## config.mk

```make
export PLATFORM = sky130hd
export DESIGN_NAME = cross_channel_response_norm
export DESIGN_NICKNAME = d
export VERILOG_FILES = /design/src/rtl/ccrn_pkg.sv /design/src/rtl/ccrn_norm_unit.sv /design/src/rtl/cross_channel_response_norm.sv
export SDC_FILE = /design/constraint.sdc
export NUM_CORES = 2
export LEC_CHECK = 0
export BUFFER_PORTS_ARGS = -buffer_cell sky130_fd_sc_hd__buf_2
export CAP_MARGIN = 20
export CORE_UTILIZATION = 60
export DETAILED_ROUTE_END_ITERATION = 16
export HOLD_SLACK_MARGIN = 0.05
export PLACE_DENSITY = 0.86
export SETUP_SLACK_MARGIN = 0.2
export SLEW_MARGIN = 40
export SYNTH_ARGS = -nofsm -noshare
export SYNTH_HDL_FRONTEND = slang
export SYNTH_SLANG_ARGS = --single-unit
export TNS_END_PERCENT = 5
```

## constraint.sdc

```tcl
create_clock -name i_clk -period 20.8 [get_ports i_clk]
set_input_delay 1.04 -clock i_clk [delete_from_list [all_inputs] [get_ports i_clk]]
set_output_delay 1.04 -clock i_clk [all_outputs]
set_load 0.005 [all_outputs]
```

## src/rtl/ccrn_pkg.sv

```systemverilog
// Shared types and constants for the cross-channel response normalisation block.
// Used by ccrn_norm_unit and cross_channel_response_norm; depends on nothing.
package ccrn_pkg;

    localparam int CCRN_CFG_W   = 32;
    localparam int CCRN_ALPHA_W = 32;
    localparam int CCRN_BIAS_W  = 16;
    localparam int CCRN_CH_W    = 7;

    localparam logic [1:0] CCRN_CFG_ALPHA = 2'd0;
    localparam logic [1:0] CCRN_CFG_BIAS  = 2'd1;
    localparam logic [1:0] CCRN_CFG_COUNT = 2'd2;

    localparam logic [CCRN_ALPHA_W-1:0] CCRN_ALPHA_RST = 32'd85899;
    localparam logic [CCRN_BIAS_W-1:0]  CCRN_BIAS_RST  = 16'd256;
    localparam logic [CCRN_CH_W-1:0]    CCRN_COUNT_RST = 7'd96;

    localparam logic [CCRN_CH_W-1:0] CCRN_MIN_CHANNELS = 7'd5;
    localparam logic [CCRN_CH_W-1:0] CCRN_MAX_CHANNELS = 7'd96;

    localparam int CCRN_WIN = 5;

    // One normalisation job: centre slot and last window slot (newest is slot 0)
    typedef struct packed {
        logic [1:0] center;
        logic [2:0] last_idx;
    } t_job;

endpackage

```

## src/rtl/ccrn_norm_unit.sv

```systemverilog
// Iterative normalisation unit: one shared multiplier and one shared subtractor
// under a small sequencer. Depends on ccrn_pkg.
module ccrn_norm_unit
    import ccrn_pkg::*;
#(
    parameter int DATA_WIDTH = 16
) (
    input  logic                                i_clk,
    input  logic                                i_rst_n,
    input  logic                                i_start,
    input  t_job                                i_job,
    input  logic [CCRN_WIN-1:0][DATA_WIDTH-1:0] i_vals,
    input  logic [CCRN_ALPHA_W-1:0]             i_alpha,
    input  logic [CCRN_BIAS_W-1:0]              i_bias,
    input  logic                                i_ack,
    output logic                                o_done,
    output logic [DATA_WIDTH-1:0]               o_value
);

    localparam int DW   = DATA_WIDTH;
    localparam int SW   = 2 * DW + 1;
    localparam int SHW  = SW - 16;
    localparam int TAW  = CCRN_ALPHA_W + SHW + 1;
    localparam int TW   = TAW - 16;
    localparam int DWD  = ((TW > 24) ? TW : 24) + 1;
    localparam int RW   = (DWD + 17) / 2;
    localparam int RH   = RW / 2;
    localparam int SQW  = DWD + RW;
    localparam int NSQ  = (SQW + 1) / 2;
    localparam int PW   = NSQ;
    localparam int NW   = DW + 16;
    localparam int CW   = $clog2(NW);
    localparam int UW   = SQW + 1;
    localparam int MA   = (DWD > CCRN_ALPHA_W) ? DWD : CCRN_ALPHA_W;
    localparam int MB0  = (DW > 16) ? DW : 16;
    localparam int MB1  = (MB0 > SHW) ? MB0 : SHW;
    localparam int MB   = (MB1 > (RW - RH)) ? MB1 : (RW - RH);

    localparam logic [SQW-1:0] BIT_INIT = SQW'(1) << (2 * (NSQ - 1));
    localparam logic [NW-1:0]  MAXP     = {{(NW - DW + 1){1'b0}}, {(DW - 1){1'b1}}};
    localparam logic [NW-1:0]  MAXP1    = MAXP + NW'(1);
    localparam logic [CW-1:0]  DIV_LAST = CW'(NW - 1);

    typedef enum logic [4:0] {
        S_IDLE, S_SQ, S_SQ_ACC, S_AH, S_AH_ACC, S_AL, S_AL_ACC, S_D,
        S_SQRT1, S_RM_LO, S_RA_LO, S_RM_HI, S_RA_HI, S_SQRT2, S_DIV,
        S_SAT, S_DONE
    } t_state;

    t_state             r_state;
    t_job               r_job;
    logic [2:0]         r_k;
    logic [SW-1:0]      r_sum;
    logic [MA+MB-1:0]   r_prod;
    logic [TAW-1:0]     r_t;
    logic [DWD-1:0]     r_d;
    logic [SQW-1:0]     r_x;
    logic [SQW-1:0]     r_r;
    logic [SQW-1:0]     r_bit;
    logic [RW-1:0]      r_root;
    logic [PW-1:0]      r_p;
    logic [PW-1:0]      r_rem;
    logic [NW-1:0]      r_num;
    logic [NW-1:0]      r_q;
    logic [CW-1:0]      r_cnt;
    logic [DW-1:0]      r_mag;
    logic               r_neg;
    logic [DW-1:0]      r_value;

    logic [DW-1:0]      val_k;
    logic [DW-1:0]      mag_k;
    logic [MA-1:0]      mul_a;
    logic [MB-1:0]      mul_b;
    logic [SQW-1:0]     rb;
    logic [PW:0]        trial;
    logic [UW-1:0]      sub_a;
    logic [UW-1:0]      sub_b;
    logic [UW-1:0]      diff;
    logic               ge;
    logic [SQW-1:0]     r_next;
    logic [DWD-1:0]     d_next;
    logic [NW-1:0]      q_pos;
    logic [NW-1:0]      q_neg;

    assign val_k = i_vals[r_k];
    assign mag_k = val_k[DW-1] ? (~val_k + DW'(1)) : val_k;

    always_comb begin
        mul_a = '0;
        mul_b = '0;
        case (r_state)
            S_SQ: begin
                mul_a = MA'(mag_k);
                mul_b = MB'(mag_k);
            end
            S_AH: begin
                mul_a = MA'(i_alpha);
                mul_b = MB'(r_sum[SW-1:16]);
            end
            S_AL: begin
                mul_a = MA'(i_alpha);
                mul_b = MB'(r_sum[15:0]);
            end
            S_RM_LO: begin
                mul_a = MA'(r_d);
                mul_b = MB'(r_root[RH-1:0]);
            end
            S_RM_HI: begin
                mul_a = MA'(r_d);
                mul_b = MB'(r_root[RW-1:RH]);
            end
            default: begin
                mul_a = '0;
                mul_b = '0;
            end
        endcase
    end

    assign rb    = r_r + r_bit;
    assign trial = {r_rem, r_num[NW-1]};

    always_comb begin
        if (r_state == S_DIV) begin
            sub_a = UW'(trial);
            sub_b = UW'(r_p);
        end else begin
            sub_a = {1'b0, r_x};
            sub_b = {1'b0, rb};
        end
    end

    assign diff   = sub_a - sub_b;
    assign ge     = ~diff[UW-1];
    assign r_next = ge ? ((r_r >> 1) + r_bit) : (r_r >> 1);
    assign d_next = DWD'({i_bias, 8'b0}) + DWD'(r_t[TAW-1:16]);
    assign q_pos  = (r_q > MAXP) ? MAXP : r_q;
    assign q_neg  = (r_q > MAXP1) ? MAXP1 : r_q;

    always_ff @(posedge i_clk) begin
        r_prod <= mul_a * mul_b;
        if (!i_rst_n) begin
            r_state <= S_IDLE;
        end else begin
            case (r_state)
                S_IDLE: begin
                    if (i_start) begin
                        r_job   <= i_job;
                        r_k     <= '0;
                        r_sum   <= '0;
                        r_state <= S_SQ;
                    end
                end
                S_SQ: begin
                    if (r_k == {1'b0, r_job.center}) begin
                        r_mag <= mag_k;
                        r_neg <= val_k[DW-1];
                    end
                    r_state <= S_SQ_ACC;
                end
                S_SQ_ACC: begin
                    r_sum <= r_sum + SW'(r_prod[2*DW-1:0]);
                    if (r_k == r_job.last_idx) begin
                        r_state <= S_AH;
                    end else begin
                        r_k     <= r_k + 3'd1;
                        r_state <= S_SQ;
                    end
                end
                S_AH: begin
                    r_state <= S_AH_ACC;
                end
                S_AH_ACC: begin
                    r_t     <= TAW'(r_prod[CCRN_ALPHA_W+SHW-1:0]);
                    r_state <= S_AL;
                end
                S_AL: begin
                    r_state <= S_AL_ACC;
                end
                S_AL_ACC: begin
                    r_t     <= r_t + TAW'(r_prod[CCRN_ALPHA_W+15:16]);
                    r_state <= S_D;
                end
                S_D: begin
                    r_d <= d_next;
                    if (d_next == '0) begin
                        r_q     <= (r_mag == '0) ? '0 : MAXP1;
                        r_state <= S_SAT;
                    end else begin
                        r_x     <= SQW'(d_next) << 16;
                        r_r     <= '0;
                        r_bit   <= BIT_INIT;
                        r_state <= S_SQRT1;
                    end
                end
                S_SQRT1: begin
                    if (ge) begin
                        r_x <= diff[SQW-1:0];
                    end
                    r_r   <= r_next;
                    r_bit <= r_bit >> 2;
                    if (r_bit[0]) begin
                        r_root  <= r_next[RW-1:0];
                        r_state <= S_RM_LO;
                    end
                end
                S_RM_LO: begin
                    r_state <= S_RA_LO;
                end
                S_RA_LO: begin
                    r_x     <= SQW'(r_prod[DWD+RH-1:0]);
                    r_state <= S_RM_HI;
                end
                S_RM_HI: begin
                    r_state <= S_RA_HI;
                end
                S_RA_HI: begin
                    r_x     <= r_x + (SQW'(r_prod[DWD+RW-RH-1:0]) << RH);
                    r_r     <= '0;
                    r_bit   <= BIT_INIT;
                    r_state <= S_SQRT2;
                end
                S_SQRT2: begin
                    if (ge) begin
                        r_x <= diff[SQW-1:0];
                    end
                    r_r   <= r_next;
                    r_bit <= r_bit >> 2;
                    if (r_bit[0]) begin
                        r_p   <= r_next[PW-1:0];
                        r_rem <= '0;
                        r_num <= {r_mag, 16'b0};
                        r_cnt <= '0;
                        if (r_next[PW-1:0] == '0) begin
                            r_q     <= MAXP1;
                            r_state <= S_SAT;
                        end else begin
                            r_q     <= '0;
                            r_state <= S_DIV;
                        end
                    end
                end
                S_DIV: begin
                    r_rem <= ge ? diff[PW-1:0] : trial[PW-1:0];
                    r_num <= r_num << 1;
                    r_q   <= {r_q[NW-2:0], ge};
                    r_cnt <= r_cnt + CW'(1);
                    if (r_cnt == DIV_LAST) begin
                        r_state <= S_SAT;
                    end
                end
                S_SAT: begin
                    r_value <= r_neg ? (~q_neg[DW-1:0] + DW'(1)) : q_pos[DW-1:0];
                    r_state <= S_DONE;
                end
                S_DONE: begin
                    if (i_ack) begin
                        r_state <= S_IDLE;
                    end
                end
                default: begin
                    r_state <= S_IDLE;
                end
            endcase
        end
    end

    assign o_done  = (r_state == S_DONE);
    assign o_value = r_value;

endmodule

```

## src/rtl/cross_channel_response_norm.sv

```systemverilog
// Local response normalisation across channels, window of five channels.
// Input channel: i_in_valid / o_in_stall with i_in_value, one channel value of the
// current pixel per item, in channel order. Output channel: o_out_valid / i_out_stall
// with o_out_value, o_out_channel and o_run_last; an item moves on an edge with
// valid high and stall low. The result for channel c follows the input of channel
// c+2; the last channel of a pixel also flushes the two pending results, and
// o_run_last marks the final result caused by an input item.
// Each result is worked out in the shared normalisation unit over a window of w
// channels (w = 3 to 5): two bit-serial square roots of (3*DATA_WIDTH+14)/2 steps
// each and a restoring division of DATA_WIDTH+16 steps dominate the work. An item
// causing no result leaves the input free for the next item; one item can cause up
// to three. o_in_stall is high while the item's results are being worked out.
// A finished result waits in the output register while the receiver stalls; the
// next input item is accepted meanwhile, and further work waits for that register.
// Synchronous reset clears the channel position, the value window and the output
// valid, and restores the configuration registers to their defaults.
// Configuration: i_cfg_we, i_cfg_index, i_cfg_data; write only while idle.
// Depends on ccrn_pkg and ccrn_norm_unit.
module cross_channel_response_norm
    import ccrn_pkg::*;
#(
    parameter int DATA_WIDTH = 16
) (
    input  logic                         i_clk,
    input  logic                         i_rst_n,
    input  logic                         i_in_valid,
    output logic                         o_in_stall,
    input  logic signed [DATA_WIDTH-1:0] i_in_value,
    output logic                         o_out_valid,
    input  logic                         i_out_stall,
    output logic signed [DATA_WIDTH-1:0] o_out_value,
    output logic [CCRN_CH_W-1:0]         o_out_channel,
    output logic                         o_run_last,
    input  logic                         i_cfg_we,
    input  logic [1:0]                   i_cfg_index,
    input  logic [CCRN_CFG_W-1:0]        i_cfg_data
);

    typedef enum logic [1:0] {
        ST_IDLE,
        ST_ISSUE,
        ST_WAIT
    } t_state;

    t_state                              r_state;
    logic [CCRN_ALPHA_W-1:0]             r_alpha;
    logic [CCRN_BIAS_W-1:0]              r_bias;
    logic [CCRN_CH_W-1:0]                r_count;
    logic [CCRN_WIN-1:0][DATA_WIDTH-1:0] r_vals;
    logic [CCRN_CH_W-1:0]                r_pos;
    logic [CCRN_CH_W-1:0]                r_p;
    logic [2:0]                          r_hi;
    logic [1:0]                          r_center;
    logic [1:0]                          r_end;
    logic                                r_out_valid;
    logic [DATA_WIDTH-1:0]               r_out_value;
    logic [CCRN_CH_W-1:0]                r_out_channel;
    logic                                r_out_last;

    logic [CCRN_CH_W-1:0]  cnt_eff;
    logic                  in_accept;
    logic                  is_last;
    logic                  has_mid;
    logic [2:0]            hi;
    logic [2:0]            c_top;
    t_job                  job;
    logic                  unit_done;
    logic [DATA_WIDTH-1:0] unit_value;
    logic                  unit_ack;

    always_comb begin
        cnt_eff = r_count;
        if (r_count < CCRN_MIN_CHANNELS) begin
            cnt_eff = CCRN_MIN_CHANNELS;
        end else if (r_count > CCRN_MAX_CHANNELS) begin
            cnt_eff = CCRN_MAX_CHANNELS;
        end
    end

    assign in_accept    = i_in_valid && (r_state == ST_IDLE);
    assign is_last      = (r_pos >= (cnt_eff - CCRN_CH_W'(1)));
    assign has_mid      = (r_pos >= CCRN_CH_W'(2));
    assign hi           = (r_pos >= CCRN_CH_W'(4)) ? 3'd4 : r_pos[2:0];
    assign c_top        = {1'b0, r_center} + 3'd2;
    assign job.center   = r_center;
    assign job.last_idx = (c_top > r_hi) ? r_hi : c_top;
    assign unit_ack     = unit_done && (r_state == ST_WAIT) &&
                          (!r_out_valid || !i_out_stall);

    ccrn_norm_unit #(
        .DATA_WIDTH(DATA_WIDTH)
    ) u_norm (
        .i_clk   (i_clk),
        .i_rst_n (i_rst_n),
        .i_start (r_state == ST_ISSUE),
        .i_job   (job),
        .i_vals  (r_vals),
        .i_alpha (r_alpha),
        .i_bias  (r_bias),
        .i_ack   (unit_ack),
        .o_done  (unit_done),
        .o_value (unit_value)
    );

    always_ff @(posedge i_clk) begin
        if (!i_rst_n) begin
            r_state     <= ST_IDLE;
            r_alpha     <= CCRN_ALPHA_RST;
            r_bias      <= CCRN_BIAS_RST;
            r_count     <= CCRN_COUNT_RST;
            r_vals      <= '0;
            r_pos       <= '0;
            r_p         <= '0;
            r_hi        <= '0;
            r_center    <= '0;
            r_end       <= '0;
            r_out_valid <= 1'b0;
        end else begin
            if (i_cfg_we) begin
                case (i_cfg_index)
                    CCRN_CFG_ALPHA: r_alpha <= i_cfg_data[CCRN_ALPHA_W-1:0];
                    CCRN_CFG_BIAS:  r_bias  <= i_cfg_data[CCRN_BIAS_W-1:0];
                    CCRN_CFG_COUNT: r_count <= i_cfg_data[CCRN_CH_W-1:0];
                    default: begin
                    end
                endcase
            end

            if (unit_ack) begin
                r_out_valid <= 1'b1;
            end else if (r_out_valid && !i_out_stall) begin
                r_out_valid <= 1'b0;
            end

            case (r_state)
                ST_IDLE: begin
                    if (in_accept) begin
                        r_vals <= {r_vals[CCRN_WIN-2:0], i_in_value};
                        r_p    <= r_pos;
                        r_hi   <= hi;
                        r_pos  <= is_last ? '0 : r_pos + CCRN_CH_W'(1);
                        if (has_mid || is_last) begin
                            r_center <= has_mid ? 2'd2 : 2'd1;
                            r_end    <= is_last ? 2'd0 : 2'd2;
                            r_state  <= ST_ISSUE;
                        end
                    end
                end
                ST_ISSUE: begin
                    r_state <= ST_WAIT;
                end
                ST_WAIT: begin
                    if (unit_ack) begin
                        r_out_value   <= unit_value;
                        r_out_channel <= r_p - CCRN_CH_W'(r_center);
                        r_out_last    <= (r_center == r_end);
                        if (r_center == r_end) begin
                            r_state <= ST_IDLE;
                        end else begin
                            r_center <= r_center - 2'd1;
                            r_state  <= ST_ISSUE;
                        end
                    end
                end
                default: begin
                    r_state <= ST_IDLE;
                end
            endcase
        end
    end

    assign o_in_stall    = (r_state != ST_IDLE);
    assign o_out_valid   = r_out_valid;
    assign o_out_value   = r_out_value;
    assign o_out_channel = r_out_channel;
    assign o_run_last    = r_out_last;

endmodule
```

Word-level counts from Yosys, hierarchy flattened
Cells that the tools add are included.
{"block": "totals", "reg_bits": 736, "latch_bits": 0, "ramBits": 0, "romBits": 0, "input_bits": 55, "output_inout_bits": 26, "wordCells": 216, "mem_count": 0}
{"block": "op_classes", "addsub": 16, "n_mul": 1, "div_mod_pow": 0, "n_lt_le_gt_ge": 9, "eq_ne": 37, "shifts": 0, "mux": 64, "bitwise": 3, "n_reduce_logical": 48}
{"op": "two-way mux 61 bit", "n": 7}
{"op": "one-hot mux 61 bit (3 select lines)", "n": 2}
{"op": "one-hot mux 61 bit (4 select lines)", "n": 1}
{"op": "adder 61 bit", "n": 2}
{"op": "two-way mux 16 bit", "n": 7}
{"op": "one-hot mux 35 bit (3 select lines)", "n": 1}
{"op": "one-hot mux 50 bit (2 select lines)", "n": 1}
{"op": "two-way mux 32 bit", "n": 3}
{"op": "one-hot mux 32 bit (3 select lines)", "n": 1}
{"op": "one-hot mux 17 bit (5 select lines)", "n": 1}
{"op": "one-hot mux 5 bit (17 select lines)", "n": 1}
{"op": "one-hot mux 33 bit (2 select lines)", "n": 1}
{"op": "one-hot mux 32 bit (2 select lines)", "n": 1}
{"op": "two-way mux 31 bit", "n": 2}
{"op": "one-hot mux 31 bit (2 select lines)", "n": 1}
{"op": "subtractor 61 x 61 -> 62 bit", "n": 1}
{"op": "adder 60 x 61 -> 61 bit", "n": 1}
{"op": "adder 50 x 32 -> 50 bit", "n": 1}
{"op": "multiplier 35 x 17 -> 49 bit", "n": 1}
{"op": "binary-select mux 16 bit (select 3 bit)", "n": 1}
{"op": "== test 5 x 4 -> 1 bit, second input constant", "n": 8}
{"op": "adder 24 x 34 -> 35 bit", "n": 1}
{"op": "logical NOT 35 bit", "n": 1}
{"op": "adder 33 x 32 -> 33 bit", "n": 1}
{"op": "other kinds (55)", "n": 130}

Logic depth before layout (Yosys ltp)
{"block": "depth", "depth_word": 9, "mapped_depth": 39}

Cells and area by module
A second synthesis with hierarchy kept.
{"block": "unflattened", "cells_unflattened": 6975, "area_unflattened_um2": 62268.5}
{"module": "ccrn_norm_unit", "instances": 1, "cells_per_inst": 6167, "area_per_inst_um2": 55006.5, "seq_area_each_um2": 14684.1}
{"module": "cross_channel_response_norm", "instances": 1, "cells_per_inst": 808, "area_per_inst_um2": 7262.0, "seq_area_each_um2": 3883.7}

Worst setup path before layout
Ideal clock, no wire load.
{"block": "synth_path", "kind": "register -> register", "startpoint": "register u_norm.r_k[1]", "endpoint": "register u_norm.r_prod[46]", "setup_ps": 72, "t_arrival_ps": 8718, "required_ps": 20728, "setup_slack_ps": 12010, "path_stages_with_launch": 36, "path_buffers": 3, "synth_period_minus_slack_ps": 8790, "cell_sequence": "edfxtp_1 -> buf_2 -> buf_2 -> mux4_2 -> a22oi_1 -> and3_1 -> a21oi_1 -> nor2_1 -> xor2_1 -> and2_1 -> a221oi_2 -> buf_2 -> nor2_1 -> fa_1 -> inv_1 -> fa_1 -> inv_1 -> fa_1 -> fa_1 -> fa_1 -> inv_1 -> fa_1 -> inv_1 -> ha_1 -> a21oi_1 -> o21ai_0 -> a21o_1 -> a221o_1 -> o21ai_0 -> a21oi_1 -> a21o_1 -> a31o_2 -> a21oi_1 -> o31ai_1 -> a21oi_1 -> xnor2_1"}
{"block": "synth_between", "elab_chain_len": 7, "elab_cells_between_ends": 8, "classes_between": "add/sub: 1; mul: 1; mux: 5; bitwise: 1"}
{"item": "start: declaration", "line_no": "ccrn_norm_unit.sv:52", "rtl": "logic [2:0] r_k;"}
{"item": "start signal: assignment", "line_no": "ccrn_norm_unit.sv:165", "rtl": "r_k <= r_k + 3'd1;"}
{"item": "binary-select mux 16 bit (select 3 bit) *", "line_no": "ccrn_norm_unit.sv:85", "rtl": "assign val_k = i_vals[r_k];"}
{"item": "two-way mux 16 bit (not written as such) *", "line_no": "ccrn_norm_unit.sv:85"}
{"item": "inverter 16 bit", "line_no": "ccrn_norm_unit.sv:86", "rtl": "assign mag_k = val_k[DW-1] ? (~val_k + DW'(1)) : val_k;"}
{"item": "adder 16 x 1 -> 16 bit", "line_no": "ccrn_norm_unit.sv:86"}
{"item": "two-way mux 16 bit *", "line_no": "ccrn_norm_unit.sv:86"}
{"item": "via u_norm.mag_k[14]", "line_no": "ccrn_norm_unit.sv:71", "rtl": "logic [DW-1:0] mag_k;"}
{"item": "one-hot mux 17 bit (5 select lines) or one-hot mux 35 bit (3 select lines) (tied branches)", "line_no": "ccrn_norm_unit.sv:91", "rtl": "case (r_state)"}
{"item": "multiplier 35 x 17 -> 49 bit *", "line_no": "ccrn_norm_unit.sv:140", "rtl": "r_prod <= mul_a * mul_b;"}
{"item": "end signal: assignment", "line_no": "ccrn_norm_unit.sv:140"}
{"item": "end: declaration", "line_no": "ccrn_norm_unit.sv:54", "rtl": "logic [MA+MB-1:0] r_prod;"}
The timed path passes the listed nets; every way through them passes the cells marked *. The select of a mux whose other input is x is not followed.
A chain may end at the register's enable or synchronous reset.

Worst setup path in the final report
{"block": "layout_path", "startpoint": "register u_norm.r_k[0]", "endpoint": "register u_norm.r_prod[46]"}
{"block": "layout_between", "elab_chain_len": 7, "elab_cells_between_ends": 8, "classes_between": "add/sub: 1; mul: 1; mux: 5; bitwise: 1"}
{"item": "binary-select mux 16 bit (select 3 bit) *", "line_no": "ccrn_norm_unit.sv:85"}
{"item": "two-way mux 16 bit (not written as such) *", "line_no": "ccrn_norm_unit.sv:85"}
{"item": "inverter 16 bit", "line_no": "ccrn_norm_unit.sv:86"}
{"item": "adder 16 x 1 -> 16 bit", "line_no": "ccrn_norm_unit.sv:86"}
{"item": "two-way mux 16 bit *", "line_no": "ccrn_norm_unit.sv:86"}
{"item": "one-hot mux 17 bit (5 select lines) or one-hot mux 35 bit (3 select lines) (tied branches)", "line_no": "ccrn_norm_unit.sv:91"}
{"item": "multiplier 35 x 17 -> 49 bit *", "line_no": "ccrn_norm_unit.sv:140"}
Every way passes the cells marked *; elsewhere a longest branch is shown, timed or not. The select of a mux whose other input is x is not followed.

==> results by group <==
Run status
  – Status: finished clean

STA
  – Hold Fails Final Rpt: 0
  – Rel. slew slack: 0.371
  – Setup Viol. Count Final: 0
  – Worst-margin pin slew: 943 ps
  – Period utilization: 0.518
  – Fmax achieved: 92.9 MHz
  – RSZ-0062 raised after global routing: false
  – Slew Viols, Final: 0
  – Setup TNS: 0 ps
  – Hold_ws: 417 ps
  – Period minus WS final: 10770 ps
  – Clk_skew: 33.5 ps

Placed design
  – Final HPWL DP: 130 mm
  – Placed insts: 8086
  – # port buffers: 80
  – GPL Wtd Cong: 0.982

Synth
  – Synth Cell Area: 61200 um^2
  – Synth Area per Inst: 8.90 um^2
  – EDFF count, synth: 477
  – Synth top area share: 0.234
  – Synthesis-stage register bit count: 689
  – Synth top area cells: edfxtp_1, fa_1, ha_1
  – Ys async rst share: 0
  – Main flop type after synthesis: edfxtp_1
  – Syn Inst Count: 6881
  – Synth warnings: 0
  – Yosys top cell by area: edfxtp_1
  – Netlist cell types: 95
  – Sequential area share after synthesis: 0.303

Job
  – Max-Cap Viols: 0

Clock network
  – Postcts setup bufs: 0
  – CTS resizes: 0
  – Clock Root Buffer: clkbuf_16
  – Hold buffers post-CTS: 0
  – CTS H-tree lvls: 3
  – Num CTS Buffers: 75
  – CTS tree: done
  – Clk buf depth: 3
  – Clock transition at path regs: 60 ps
  – Skew-Pair Late Insertion Delay: 680 ps
  – Total clock sinks: 689

Global routing
  – Largest net degree at the start of global routing: 98
  – GRT Overall Usage: 0.342
  – Total grt overflow: 0
  – Initial antenna violation count: 1
  – First-pass GRT wire length: 276 mm
  – Vias in the first global route: 50400

Drt
  – Average wire per standard cell: 21.4 um
  – Drt drc: 0
  – Vias post-DR: 51200
  – Routed wire length: 176 mm
  – Antenna-violating nets left: 0
  – 1st-pass router iterations: 6
  – Starting DRT DRC Count: 6006
  – Via/cell ratio: 6.22

Min path
  – Hold WC Path Type: flip-flop to flip-flop

Power
  – Gate power share: 0.034
  – Switching portion of total power: 0.227
  – PwrDens: 45.7 nW/um^2
  – Maximum vdd drop: 0.0569 mV
  – Clock share of power: 0.474
  – Internal power: 2.32 mW
  – Flop pwr share: 0.492
  – Pwr Total: 3.00 mW
  – Psw: 681 uW
  – Pleak: 28.2 nW

Layout
  – FILL cells: 7811
  – Final core occ: 0.653
  – Most frequent cells in the layout: nand2_1, inv_1, fa_1
  – Final net count: 7746
  – P&R area growth vs syn: 7.29%
  – Ratio of cells with drive above 1 in the final layout: 0.0579
  – Commonest non-fill, non-tap cell in the layout: nand2_1
  – Final non-filler cell total: 8234

Worst setup path
  – Arr. time, crit path: 11360 ps
  – CP peak stage delay: 730 ps
  – Max FO, Critical Path: 12
  – Slowest CP cell: edfxtp_1
  – Critical path class: flip-flop to flip-flop
  – R2R setup slack: 10030 ps
  – CP Capture Type: flip-flop
  – CP Launch Type: flip-flop
  – CP required: 21390 ps

Floorplan
  – Site Rows: 116
  – Die width: 321 um
  – Die extent in y: 321 um
  – Core area: 101000 um^2
  – Initial Utilization: 0.609
  – Die ar.: 103000 um^2
  – # IOs: 81
sequential cells by signal (all words and copies together) (netlist names), 16 cells and up:
name,flops
r_vals,80
u_norm.r_r,61
u_norm.r_x,61
u_norm.r_t,50
u_norm.r_prod,49
u_norm.r_d,35
u_norm.r_sum,33
r_alpha,32
u_norm.r_q,32
u_norm.r_bit,31
u_norm.r_p,31
u_norm.r_rem,31
u_norm.r_root,26
o_out_value,16
r_bias,16
u_norm.o_value,16
u_norm.r_mag,16
u_norm.r_num,16
per-stage QoR:
step	instance area, um^2	setup slack (ps)
after global routing	65700	9600
after global placement	62800	10080
after floorplan	61200	12010
after detailed placement	63000	10220
after CTS	65600	10120
final	65700	10030
power groups by stage:
stage               logic, mW  clock network [mW]  registers, mW
global placement       0.0945                   0           1.50
CTS                    0.0994                1.43           1.48
floorplan              0.0679                   0           1.50
detailed placement     0.0985                   0           1.50
finish                  0.102                1.42           1.48
global route            0.111                1.48           1.48
synthesized netlist by cell type (162+ instances only):
cell type	instances
ha_1	379
xnor2_1	213
and2_1	211
xor2_1	162
dfxtp_1	212
clkbuf_1	274
nand2_1	1251
nor2_1	469
a21oi_1	457
edfxtp_1	477
fa_1	498
o21ai_0	287
inv_1	683
final timing paths:
| path | from | endpoint | cells past startpoint |
|---|---|---|---|
| worst max-delay path | u_norm.r_k[0]$_SDFFCE_PP0P_ | u_norm.r_prod[46]$_DFF_P_ | 37 |
| worst min-delay path | u_norm.o_value[5]$_DFFE_PP_ | o_out_value[5]$_DFFE_PP_ | 0 |
| worst max register to register | u_norm.r_k[0]$_SDFFCE_PP0P_ | u_norm.r_prod[46]$_DFF_P_ | 37 |
| worst min register to register | u_norm.o_value[5]$_DFFE_PP_ | o_out_value[5]$_DFFE_PP_ | 0 |
cells by family (layout without fill, tap and decap cells):
kind of cell | count (synthesis) | in the layout | synth area share
buffers and inverters | 998 | 987 | 0.0620
adder cells (fa/ha/maj) | 877 | 877 | 0.240
AO/OA/AOI/OAI | 1461 | 1461 | 0.154
AND/OR/NAND/NOR | 2439 | 2439 | 0.177
flip-flops | 689 | 689 | 0.303
multiplexers | 40 | 40 | 0.00969
other | 2 | 9 | 0.000123
XOR/XNOR | 375 | 375 | 0.0536
cell type report:
cell class / count / area [um^2] / share of cell area
antenna: 3 / 7.51 / 0.000114
clock buffer: 96 / 2090 / 0.0318
clock inverter: 41 / 534 / 0.00813
inverter: 685 / 2570 / 0.0392
multi-input combinational: 5198 / 39100 / 0.595
sequential: 689 / 18600 / 0.283
tap: 1357 / 1700 / 0.0258
timing repair buffer: 165 / 1100 / 0.0168
worst max-delay path, delay by kind of cell (launching register included):
kind                     cells  cell delay, ps
AO/OA/AOI/OAI               13            3890
adder cells (fa/ha/maj)      7            3360
AND/OR/NAND/NOR              7            1260
flip-flops                   1             730
buffers and inverters        7             560
multiplexers                 1             520
XOR/XNOR                     2             370
layer usage:
| layer | global-route usage | wire length (um) | vias to the layer above |
|---|---|---|---|
| li1 | - | - | 23300 |
| met1 | 0.457 | 69000 | 24700 |
| met2 | 0.537 | 79500 | 2757 |
| met3 | 0.0714 | 19400 | 494 |
| met4 | 0.150 | 8180 | 0 |
| met5 | 0 | 0 | - |
Note: power is estimated with default switching activity, not from simulation.
